**config.mk**
```make
export PLATFORM = sky130hd
export DESIGN_NAME = buddy_block_allocator
export DESIGN_NICKNAME = d
export VERILOG_FILES = /design/src/design/bba_pkg.sv /design/src/design/bba_ram.sv /design/src/design/bba_dp.sv /design/src/design/bba_ctrl.sv /design/src/design/buddy_block_allocator.sv
export SDC_FILE = /design/constraint.sdc
export NUM_CORES = 2
export LEC_CHECK = 0
export ABC_AREA = 1
export BUFFER_PORTS_ARGS = -buffer_cell sky130_fd_sc_hd__buf_2
export CORE_MARGIN = 8
export CORE_UTILIZATION = 40
export DETAILED_ROUTE_END_ITERATION = 8
export SLEW_MARGIN = 20
export SYNTH_ARGS = -nofsm -noshare
export SYNTH_HDL_FRONTEND = slang
export SYNTH_SLANG_ARGS = --single-unit
```
**constraint.sdc**
```tcl
create_clock -name clk -period 17.3 [get_ports clk]
set_input_delay 2.595 -clock clk [delete_from_list [all_inputs] [get_ports clk]]
set_output_delay 2.595 -clock clk [all_outputs]
set_load 0.02 [all_outputs]
```
**src/design/bba_pkg.sv**
```systemverilog
// shared codes, widths and control types of the buddy allocator
`default_nettype none
package bba_pkg;
	localparam logic [1:0] ND_ABSENT = 2'd0;
	localparam logic [1:0] ND_FREE   = 2'd1;
	localparam logic [1:0] ND_BUSY   = 2'd2;
	localparam logic [1:0] ND_SPLIT  = 2'd3;

	localparam logic [1:0] ST_OK     = 2'd0;
	localparam logic [1:0] ST_NOFIT  = 2'd1;
	localparam logic [1:0] ST_BADOFF = 2'd2;

	localparam int REQ_W  = 16;
	localparam int OFF_W  = 10;
	localparam int SIZE_W = 11;

	typedef enum logic [4:0] {
		CMD_NONE,
		CMD_CLR,
		CMD_ROOT,
		CMD_LOAD,
		CMD_ROUND,
		CMD_SINIT,
		CMD_SRD,
		CMD_SNEXT,
		CMD_SPLIT_A,
		CMD_SPLIT_B,
		CMD_MARK,
		CMD_FAIL,
		CMD_FINIT,
		CMD_FRD,
		CMD_FNEXT,
		CMD_FMARK,
		CMD_MRD,
		CMD_MW1,
		CMD_MW2,
		CMD_MW3,
		CMD_PUSH
	} cmd_t;

	typedef struct packed {
		logic clr_last;
		logic round_done;
		logic round_fail;
		logic mem_free;
		logic mem_busy;
		logic lvl_last;
		logic lvl_zero;
		logic split_done;
		logic off_bad;
		logic lvl_over;
		logic aligned;
		logic idx_root;
		logic out_full;
	} stat_t;
endpackage
`default_nettype wire

```
**src/design/bba_ram.sv**
```systemverilog
// generic single-port ram with registered read
`default_nettype none
module bba_ram #(
	parameter int WIDTH = 2,
	parameter int DEPTH = 512
) (
	input  wire logic                     clk,
	input  wire logic                     we,
	input  wire logic [$clog2(DEPTH)-1:0] addr,
	input  wire logic [WIDTH-1:0]         wdata,
	output logic      [WIDTH-1:0]         rdata
);
	logic [WIDTH-1:0] mem_q [DEPTH];
	logic [WIDTH-1:0] rdata_q;

	always_ff @(posedge clk) begin
		if (we) begin
			mem_q[addr] <= wdata;
		end
		rdata_q <= mem_q[addr];
	end

	assign rdata = rdata_q;
endmodule
`default_nettype wire

```
**src/design/bba_dp.sv**
```systemverilog
// datapath: node-state ram, walk registers and result register
`default_nettype none
module bba_dp #(
	parameter int POOL_SIZE = 1024,
	parameter int MIN_BLOCK = 4
) (
	input  wire logic                        clk,
	input  wire logic                        arst_n,
	input  wire bba_pkg::cmd_t               cmd,
	output bba_pkg::stat_t                   stat,
	input  wire logic                        req_type,
	input  wire logic [bba_pkg::REQ_W-1:0]   request_size,
	input  wire logic [bba_pkg::OFF_W-1:0]   block_offset,
	input  wire logic                        rsp_ready,
	output logic                             rsp_valid,
	output logic      [bba_pkg::OFF_W-1:0]   result_offset,
	output logic      [bba_pkg::SIZE_W-1:0]  granted_size,
	output logic      [1:0]                  status
);
	localparam int PL    = $clog2(POOL_SIZE);
	localparam int ML    = $clog2(MIN_BLOCK);
	localparam int MAXD  = PL - ML;
	localparam int IW    = MAXD + 1;
	localparam int DEPTH = 2 ** IW;
	localparam int DW    = $clog2(MAXD + 2);
	localparam int CW    = (PL + 1 > bba_pkg::REQ_W) ? PL + 1 : bba_pkg::REQ_W;
	localparam int OXW   = (PL > bba_pkg::OFF_W) ? PL : bba_pkg::OFF_W;
	localparam int SHW   = $clog2(PL + 1);

	logic                        type_q;
	logic [bba_pkg::REQ_W-1:0]   req_q;
	logic [bba_pkg::OFF_W-1:0]   off_q;
	logic [IW-1:0]               idx_q;
	logic [DW-1:0]               lvl_q;
	logic [DW-1:0]               wd_q;
	logic [CW-1:0]               want_q;
	logic                        fail_q;
	logic                        rsp_valid_q;
	logic [bba_pkg::OFF_W-1:0]   res_off_q;
	logic [bba_pkg::SIZE_W-1:0]  res_size_q;
	logic [1:0]                  res_st_q;

	logic            grow;
	logic [IW-1:0]   lvl_pow;
	logic [IW-1:0]   last_idx;
	logic [OXW-1:0]  off_ext;
	logic [SHW-1:0]  sh;
	logic [OXW-1:0]  size_mask;
	logic [IW-1:0]   idx_f;
	logic [31:0]     alloc_off;
	logic [31:0]     free_size;
	logic            push_ok;

	logic            mem_we;
	logic [IW-1:0]   mem_addr;
	logic [1:0]      mem_wdata;
	logic [1:0]      mem_rdata;

	bba_ram #(.WIDTH(2), .DEPTH(DEPTH)) u_ram (
		.clk   (clk),
		.we    (mem_we),
		.addr  (mem_addr),
		.wdata (mem_wdata),
		.rdata (mem_rdata)
	);

	assign grow      = (want_q < CW'(req_q)) && (wd_q != '0);
	assign lvl_pow   = IW'(1) << lvl_q;
	assign last_idx  = (lvl_pow << 1) - IW'(1);
	assign off_ext   = OXW'(off_q);
	assign sh        = SHW'(PL) - SHW'(lvl_q);
	assign size_mask = (OXW'(1) << sh) - OXW'(1);
	assign idx_f     = lvl_pow + IW'(off_ext >> sh);
	assign alloc_off = 32'(idx_q ^ lvl_pow) << sh;
	assign free_size = 32'(POOL_SIZE) >> lvl_q;
	assign push_ok   = !rsp_valid_q || rsp_ready;

	always_comb begin
		stat.clr_last   = (idx_q == '1);
		stat.round_done = !grow;
		stat.round_fail = (want_q < CW'(req_q));
		stat.mem_free   = (mem_rdata == bba_pkg::ND_FREE);
		stat.mem_busy   = (mem_rdata == bba_pkg::ND_BUSY);
		stat.lvl_last   = (idx_q == last_idx);
		stat.lvl_zero   = (lvl_q == '0);
		stat.split_done = (lvl_q == wd_q);
		stat.off_bad    = (32'(off_q) >= 32'(POOL_SIZE));
		stat.lvl_over   = (lvl_q > DW'(MAXD));
		stat.aligned    = ((off_ext & size_mask) == '0);
		stat.idx_root   = (idx_q == IW'(1));
		stat.out_full   = !push_ok;
	end

	always_comb begin
		mem_we    = 1'b0;
		mem_addr  = idx_q;
		mem_wdata = bba_pkg::ND_ABSENT;
		case (cmd)
			bba_pkg::CMD_CLR: begin
				mem_we = 1'b1;
			end
			bba_pkg::CMD_ROOT: begin
				mem_we    = 1'b1;
				mem_addr  = IW'(1);
				mem_wdata = bba_pkg::ND_FREE;
			end
			bba_pkg::CMD_SPLIT_A: begin
				mem_we    = 1'b1;
				mem_wdata = bba_pkg::ND_SPLIT;
			end
			bba_pkg::CMD_SPLIT_B: begin
				mem_we    = 1'b1;
				mem_addr  = (idx_q << 1) | IW'(1);
				mem_wdata = bba_pkg::ND_FREE;
			end
			bba_pkg::CMD_MARK: begin
				mem_we    = 1'b1;
				mem_wdata = bba_pkg::ND_BUSY;
			end
			bba_pkg::CMD_FRD: begin
				mem_addr = idx_f;
			end
			bba_pkg::CMD_FMARK: begin
				mem_we    = 1'b1;
				mem_wdata = bba_pkg::ND_FREE;
			end
			bba_pkg::CMD_MRD: begin
				mem_addr = idx_q ^ IW'(1);
			end
			bba_pkg::CMD_MW1: begin
				mem_we = 1'b1;
			end
			bba_pkg::CMD_MW2: begin
				mem_we   = 1'b1;
				mem_addr = idx_q ^ IW'(1);
			end
			bba_pkg::CMD_MW3: begin
				mem_we    = 1'b1;
				mem_addr  = idx_q >> 1;
				mem_wdata = bba_pkg::ND_FREE;
			end
			default: begin
				mem_we = 1'b0;
			end
		endcase
	end

	// walk registers; idx_q doubles as the clearing counter after reset
	always_ff @(posedge clk or negedge arst_n) begin
		if (!arst_n) begin
			idx_q <= '0;
		end else begin
			case (cmd)
				bba_pkg::CMD_CLR:     idx_q <= idx_q + IW'(1);
				bba_pkg::CMD_SINIT:   idx_q <= IW'(1) << wd_q;
				bba_pkg::CMD_SNEXT:   idx_q <= stat.lvl_last ? (lvl_pow >> 1) : idx_q + IW'(1);
				bba_pkg::CMD_SPLIT_B: idx_q <= idx_q << 1;
				bba_pkg::CMD_FRD:     idx_q <= idx_f;
				bba_pkg::CMD_MW3:     idx_q <= idx_q >> 1;
				default:              idx_q <= idx_q;
			endcase
		end
	end

	always_ff @(posedge clk) begin
		case (cmd)
			bba_pkg::CMD_LOAD: begin
				type_q <= req_type;
				req_q  <= request_size;
				off_q  <= block_offset;
				want_q <= CW'(MIN_BLOCK);
				wd_q   <= DW'(MAXD);
				fail_q <= 1'b0;
			end
			bba_pkg::CMD_ROUND: begin
				if (grow) begin
					want_q <= want_q << 1;
					wd_q   <= wd_q - DW'(1);
				end
			end
			bba_pkg::CMD_SINIT:   lvl_q  <= wd_q;
			bba_pkg::CMD_SNEXT:   if (stat.lvl_last) lvl_q <= lvl_q - DW'(1);
			bba_pkg::CMD_SPLIT_B: lvl_q  <= lvl_q + DW'(1);
			bba_pkg::CMD_FINIT:   lvl_q  <= '0;
			bba_pkg::CMD_FNEXT:   lvl_q  <= lvl_q + DW'(1);
			bba_pkg::CMD_FAIL:    fail_q <= 1'b1;
			default: begin
				fail_q <= fail_q;
			end
		endcase
	end

	always_ff @(posedge clk) begin
		if (cmd == bba_pkg::CMD_PUSH) begin
			if (fail_q) begin
				res_off_q  <= type_q ? off_q : '0;
				res_size_q <= '0;
				res_st_q   <= type_q ? bba_pkg::ST_BADOFF : bba_pkg::ST_NOFIT;
			end else if (type_q) begin
				res_off_q  <= off_q;
				res_size_q <= free_size[bba_pkg::SIZE_W-1:0];
				res_st_q   <= bba_pkg::ST_OK;
			end else begin
				res_off_q  <= alloc_off[bba_pkg::OFF_W-1:0];
				res_size_q <= want_q[bba_pkg::SIZE_W-1:0];
				res_st_q   <= bba_pkg::ST_OK;
			end
		end
	end

	always_ff @(posedge clk or negedge arst_n) begin
		if (!arst_n) begin
			rsp_valid_q <= 1'b0;
		end else if (cmd == bba_pkg::CMD_PUSH) begin
			rsp_valid_q <= 1'b1;
		end else if (rsp_ready) begin
			rsp_valid_q <= 1'b0;
		end
	end

	assign rsp_valid     = rsp_valid_q;
	assign result_offset = res_off_q;
	assign granted_size  = res_size_q;
	assign status        = res_st_q;
endmodule
`default_nettype wire

```
**src/design/bba_ctrl.sv**
```systemverilog
// controller: sequences clearing, search, split and merge steps
`default_nettype none
module bba_ctrl (
	input  wire logic           clk,
	input  wire logic           arst_n,
	input  wire logic           req_valid,
	input  wire logic           req_type,
	output logic                req_ready,
	input  wire bba_pkg::stat_t stat,
	output bba_pkg::cmd_t       cmd
);
	typedef enum logic [15:0] {
		S_CLR    = 16'h0001,
		S_ROOT   = 16'h0002,
		S_IDLE   = 16'h0004,
		S_ROUND  = 16'h0008,
		S_SRD    = 16'h0010,
		S_SCHK   = 16'h0020,
		S_SPL    = 16'h0040,
		S_SPB    = 16'h0080,
		S_FSTART = 16'h0100,
		S_FLVL   = 16'h0200,
		S_FCHK   = 16'h0400,
		S_MRD    = 16'h0800,
		S_MCHK   = 16'h1000,
		S_MW2    = 16'h2000,
		S_MW3    = 16'h4000,
		S_PUSH   = 16'h8000
	} state_t;

	state_t state_q;
	state_t state_d;

	always_comb begin
		state_d   = state_q;
		cmd       = bba_pkg::CMD_NONE;
		req_ready = 1'b0;
		case (state_q)
			S_CLR: begin
				cmd = bba_pkg::CMD_CLR;
				if (stat.clr_last) state_d = S_ROOT;
			end
			S_ROOT: begin
				cmd     = bba_pkg::CMD_ROOT;
				state_d = S_IDLE;
			end
			S_IDLE: begin
				req_ready = 1'b1;
				if (req_valid) begin
					cmd     = bba_pkg::CMD_LOAD;
					state_d = req_type ? S_FSTART : S_ROUND;
				end
			end
			S_ROUND: begin
				if (!stat.round_done) begin
					cmd = bba_pkg::CMD_ROUND;
				end else if (stat.round_fail) begin
					cmd     = bba_pkg::CMD_FAIL;
					state_d = S_PUSH;
				end else begin
					cmd     = bba_pkg::CMD_SINIT;
					state_d = S_SRD;
				end
			end
			S_SRD: begin
				cmd     = bba_pkg::CMD_SRD;
				state_d = S_SCHK;
			end
			S_SCHK: begin
				if (stat.mem_free) begin
					state_d = S_SPL;
				end else if (stat.lvl_last && stat.lvl_zero) begin
					cmd     = bba_pkg::CMD_FAIL;
					state_d = S_PUSH;
				end else begin
					cmd     = bba_pkg::CMD_SNEXT;
					state_d = S_SRD;
				end
			end
			S_SPL: begin
				if (stat.split_done) begin
					cmd     = bba_pkg::CMD_MARK;
					state_d = S_PUSH;
				end else begin
					cmd     = bba_pkg::CMD_SPLIT_A;
					state_d = S_SPB;
				end
			end
			S_SPB: begin
				cmd     = bba_pkg::CMD_SPLIT_B;
				state_d = S_SPL;
			end
			S_FSTART: begin
				if (stat.off_bad) begin
					cmd     = bba_pkg::CMD_FAIL;
					state_d = S_PUSH;
				end else begin
					cmd     = bba_pkg::CMD_FINIT;
					state_d = S_FLVL;
				end
			end
			S_FLVL: begin
				if (stat.lvl_over) begin
					cmd     = bba_pkg::CMD_FAIL;
					state_d = S_PUSH;
				end else if (stat.aligned) begin
					cmd     = bba_pkg::CMD_FRD;
					state_d = S_FCHK;
				end else begin
					cmd = bba_pkg::CMD_FNEXT;
				end
			end
			S_FCHK: begin
				if (stat.mem_busy) begin
					cmd     = bba_pkg::CMD_FMARK;
					state_d = S_MRD;
				end else begin
					cmd     = bba_pkg::CMD_FNEXT;
					state_d = S_FLVL;
				end
			end
			S_MRD: begin
				if (stat.idx_root) begin
					state_d = S_PUSH;
				end else begin
					cmd     = bba_pkg::CMD_MRD;
					state_d = S_MCHK;
				end
			end
			S_MCHK: begin
				// merge only while the buddy is free too
				if (stat.mem_free) begin
					cmd     = bba_pkg::CMD_MW1;
					state_d = S_MW2;
				end else begin
					state_d = S_PUSH;
				end
			end
			S_MW2: begin
				cmd     = bba_pkg::CMD_MW2;
				state_d = S_MW3;
			end
			S_MW3: begin
				cmd     = bba_pkg::CMD_MW3;
				state_d = S_MRD;
			end
			S_PUSH: begin
				if (!stat.out_full) begin
					cmd     = bba_pkg::CMD_PUSH;
					state_d = S_IDLE;
				end
			end
			default: begin
				state_d = S_CLR;
			end
		endcase
	end

	always_ff @(posedge clk or negedge arst_n) begin
		if (!arst_n) begin
			state_q <= S_CLR;
		end else begin
			state_q <= state_d;
		end
	end
endmodule
`default_nettype wire

```
**src/design/buddy_block_allocator.sv**
```systemverilog
// top level of the binary buddy block allocator
//
// requests enter on req_valid/req_ready (req_type, request_size, block_offset),
// one result per request leaves on rsp_valid/rsp_ready (result_offset,
// granted_size, status). one request is worked on at a time.
// after reset a clearing pass writes every node of the state ram, one per
// cycle, with req_ready low throughout.
// allocate: rounding steps, then a scan of tree nodes (one ram read each,
// up to every node at the wanted level and all levels above it), then the
// splits. free: a level step per unaligned tree level, a ram read per
// aligned level, then per merge a buddy read and three writes.
// the node ram is single-port: one access per cycle.
// a finished result sits in the output register; the next request is taken
// while it waits. a stalled receiver holds the controller before the next
// result is written, and no result is lost or dropped.
`default_nettype none
module buddy_block_allocator #(
	parameter int POOL_SIZE = 1024,
	parameter int MIN_BLOCK = 4
) (
	input  wire logic                        clk,
	input  wire logic                        arst_n,
	input  wire logic                        req_valid,
	output logic                             req_ready,
	input  wire logic                        req_type,
	input  wire logic [bba_pkg::REQ_W-1:0]   request_size,
	input  wire logic [bba_pkg::OFF_W-1:0]   block_offset,
	output logic                             rsp_valid,
	input  wire logic                        rsp_ready,
	output logic      [bba_pkg::OFF_W-1:0]   result_offset,
	output logic      [bba_pkg::SIZE_W-1:0]  granted_size,
	output logic      [1:0]                  status
);
	bba_pkg::cmd_t  cmd;
	bba_pkg::stat_t stat;

	bba_ctrl u_ctrl (
		.clk       (clk),
		.arst_n    (arst_n),
		.req_valid (req_valid),
		.req_type  (req_type),
		.req_ready (req_ready),
		.stat      (stat),
		.cmd       (cmd)
	);

	bba_dp #(.POOL_SIZE(POOL_SIZE), .MIN_BLOCK(MIN_BLOCK)) u_dp (
		.clk           (clk),
		.arst_n        (arst_n),
		.cmd           (cmd),
		.stat          (stat),
		.req_type      (req_type),
		.request_size  (request_size),
		.block_offset  (block_offset),
		.rsp_ready     (rsp_ready),
		.rsp_valid     (rsp_valid),
		.result_offset (result_offset),
		.granted_size  (granted_size),
		.status        (status)
	);
endmodule
`default_nettype wire

```
==> results.ini <==
[cts]
tritoncts = built
root_buffer = clkbuf_16
numCtsBuffers = 120
path_clk_slew_ns = 0.06
clockBufferDepth = 3
h-tree-depth = 3
ctsResizeCount = 0
clkSinkCount = 1125
insertion_delay_ns = 0.77
holdBufCountCts = 0
post_cts_buffers = 0

[synthesis]
synth_ff_type = edfxtp_1
yosys-top-cells-area = edfxtp_1 61%, nand2_1 17%, nand3_1 5.5%
synth_warnings = 0
synth_area_mm2 = 0.05403
syn_avg_cell_area_um2 = 9.144
postSynth.asyncResetShare = 0.02311
synth-edff-count = 1097
syn_nets = 5981
synth_top_area_share = 0.6097
synth_cell_type_count = 59
synth_seq_cells = 1125
synth_cells = 5909
yosysSeqAreaShare = 0.6225
synth_top_area_cell = edfxtp_1

[route]
route.vias.total = 40190
first_pass_iters = 6
drt-initial-drc-count = 3519
detail-route-antenna-nets = 0
routed_via_density = 5.241
drt_wl_total_um = 149000
avgRoutedWirePerCell_um = 19.42
post-route-drc-count = 0

[critical_path]
crit_path_start_kind = flop
endpoint_kind = flop
critical_path_class = reg -> reg
critPathMaxStageDelay_ns = 0.73
cp_data_required_time_ns = 17.99
crit_fanout = 173
cpMaxStageDelayCell = buf_4
crit_arrival_ns = 8.20
crit_top_cell = nand2_1

[sta]
period_share = 0.4339
setup_violations = 0
drv_slew = 0
worst_slew_pin_slew_ns = 1.197
fin_crit_ns = 7.506
slew_headroom = 0.1990
finalHoldViolCount = 0
finClkSkew_ns = 0.08970
whs_ns = 0.5694
tns_ns = 0
fmax_ghz = 0.1332
rsz0062_at_grt = false

[final_layout]
drive_gt1_frac = 0.06337
synthToLayoutAreaGrowth_pct = 9.668
nNetsFinal = 5854
regArea_mm2 = 0.03363
layout_commonest_cell = nand2_1
multiInputGateArea_mm2 = 0.01799
final_cell_mix = 2471 x nand2_1, 1097 x edfxtp_1, 769 x nor2_1, 589 x nand3_1, 171 x inv_1
final_core_util = 0.4396
stdcell_count = 7669
fillers = 13060

[place]
finalWeightedCongestion = 0.8941
placedCellCount = 7441
dp_hpwl_um = 85060
io_buffers = 55

[status]
outcome = completed

[die]
ios = 56
fp.dieH_um = 383.5
rows = 135
die_area_mm2 = 0.1471
fp.dieW_um = 383.5
start_util = 0.4009
coreArea_mm2 = 0.1348

[pwr]
power.density_mw_per_mm2 = 140.2
p_total_mw = 8.307
irDropWorstVdd_v = 0.0001378
p_leak_nw = 25.11

[global_route]
first_global_vias = 38580
grt_pass1_wl_um = 226500
grt_max_degree = 234
antenna_found_initial = 2
gr-total-overflow = 0
grtUsageTotal = 0.1971

[flow_run]
max_cap_viol_count = 0

[hold_path]
hold_path.class = reg -> reg

worst max-delay path: cells and delay by family (launching register included):
family	cells	cell delay, ns
AND/OR/NAND/NOR	25	3.33
buffers and inverters	9	2.57
flip-flops	1	0.57
AO/OA/AOI/OAI	1	0.15
adder cells (fa/ha/maj)	2	0.56
flip-flops by register name, summed over array words and instances (netlist names), 2 cells and up:
signal and cells:
u_dp.u_ram.mem_q 1024, u_ctrl.state_q 16, u_dp.req_q 16, u_dp.want_q 14
u_dp.granted_size 11, u_dp.off_ext 10, u_dp.result_offset 10, u_dp.idx_q 9
u_dp.lvl_q 4, u_dp.wd_q 4, u_dp.status 2, u_dp.u_ram.rdata 2
Yosys cell counts, types with 8 or more instances:
master,count
nand2_1,2489
edfxtp_1,1097
nor2_1,771
nand3_1,589
clkbuf_1,183
inv_1,172
buf_2,105
o21ai_0,84
ha_1,39
buf_6,37
a21oi_1,34
nor3_1,31
buf_1,30
dfrtp_1,25
o22ai_1,25
nand4_1,17
xor2_1,17
inv_2,16
nand2_2,13
nor2_2,13
xnor2_1,10
nor4_1,9
clkinv_1,8
nor2_4,8
cells by family (layout without fill, tap and decap cells):
family,count (synthesis),in the layout,synth area share
and+or+nand+nor,3971,3971,0.2963
muxes,1,1,0.0001853
DFF,1125,1125,0.6225
adders and majority gates,41,41,0.009772
buffers and inverters,556,533,0.04654
other,0,2,0
AOI/OAI and AO/OA,187,187,0.01996
xor gates and xnor gates,28,28,0.004793
layer usage:
layer  share of wire  GRT usage  vias to the layer above
li1                -          -                    19250
met1            0.42     0.2562                    19270
met2            0.47     0.3283                     1361
met3           0.072    0.03464                      309
met4           0.041    0.07726                        0
met5               0          0                        -
report_power, final:
| group | leakage, nW | switching, mW | internal, mW |
|---|---|---|---|
| clock | 1.88 | 1.08 | 1.43 |
| combinational | 11.6 | 2.11 | 0.558 |
| sequential | 11.7 | 0.0346 | 3.10 |
| total | 25.1 | 3.22 | 5.09 |
layout make-up:
cell class / instances / area share
multi-input combinational: 4228 / 0.3037
antenna: 2 / 0.00008446
inverter: 196 / 0.01267
timing repair buffer: 111 / 0.01343
clock inverter: 75 / 0.01199
tap: 1781 / 0.03761
clock buffer: 151 / 0.05298
sequential: 1125 / 0.5676
through the flow:
| step | instance area (um^2) | worst slack (ns) |
|---|---|---|
| 3_3_place_gp | 55390 | 9.165 |
| 2_1_floorplan | 54030 | 1.992 |
| 6_report | 59260 | 9.794 |
| 3_5_place_dp | 55400 | 9.157 |
| 4_1_cts | 59250 | 9.799 |
| 5_1_grt | 59250 | 9.167 |
path summary, 6_finish.rpt:
check / start / to / slack (ns) / cells after the start
setup reg to reg: u_dp.lvl_q[1] / u_dp.u_ram.rdata[1] / 9.79 / 37
min in group asynchronous: arst_n / u_ctrl.state_q[5] / 1.91 / 1
hold reg to reg: u_ctrl.state_q[0] / u_ctrl.state_q[0] / 0.57 / 2
max in group asynchronous: arst_n / u_dp.idx_q[4] / 14.94 / 1
hold / removal: u_ctrl.state_q[0] / u_ctrl.state_q[0] / 0.57 / 2
setup / recovery: u_dp.lvl_q[1] / u_dp.u_ram.rdata[1] / 9.79 / 37
No activity file was read; power rests on OpenSTA's default activity.
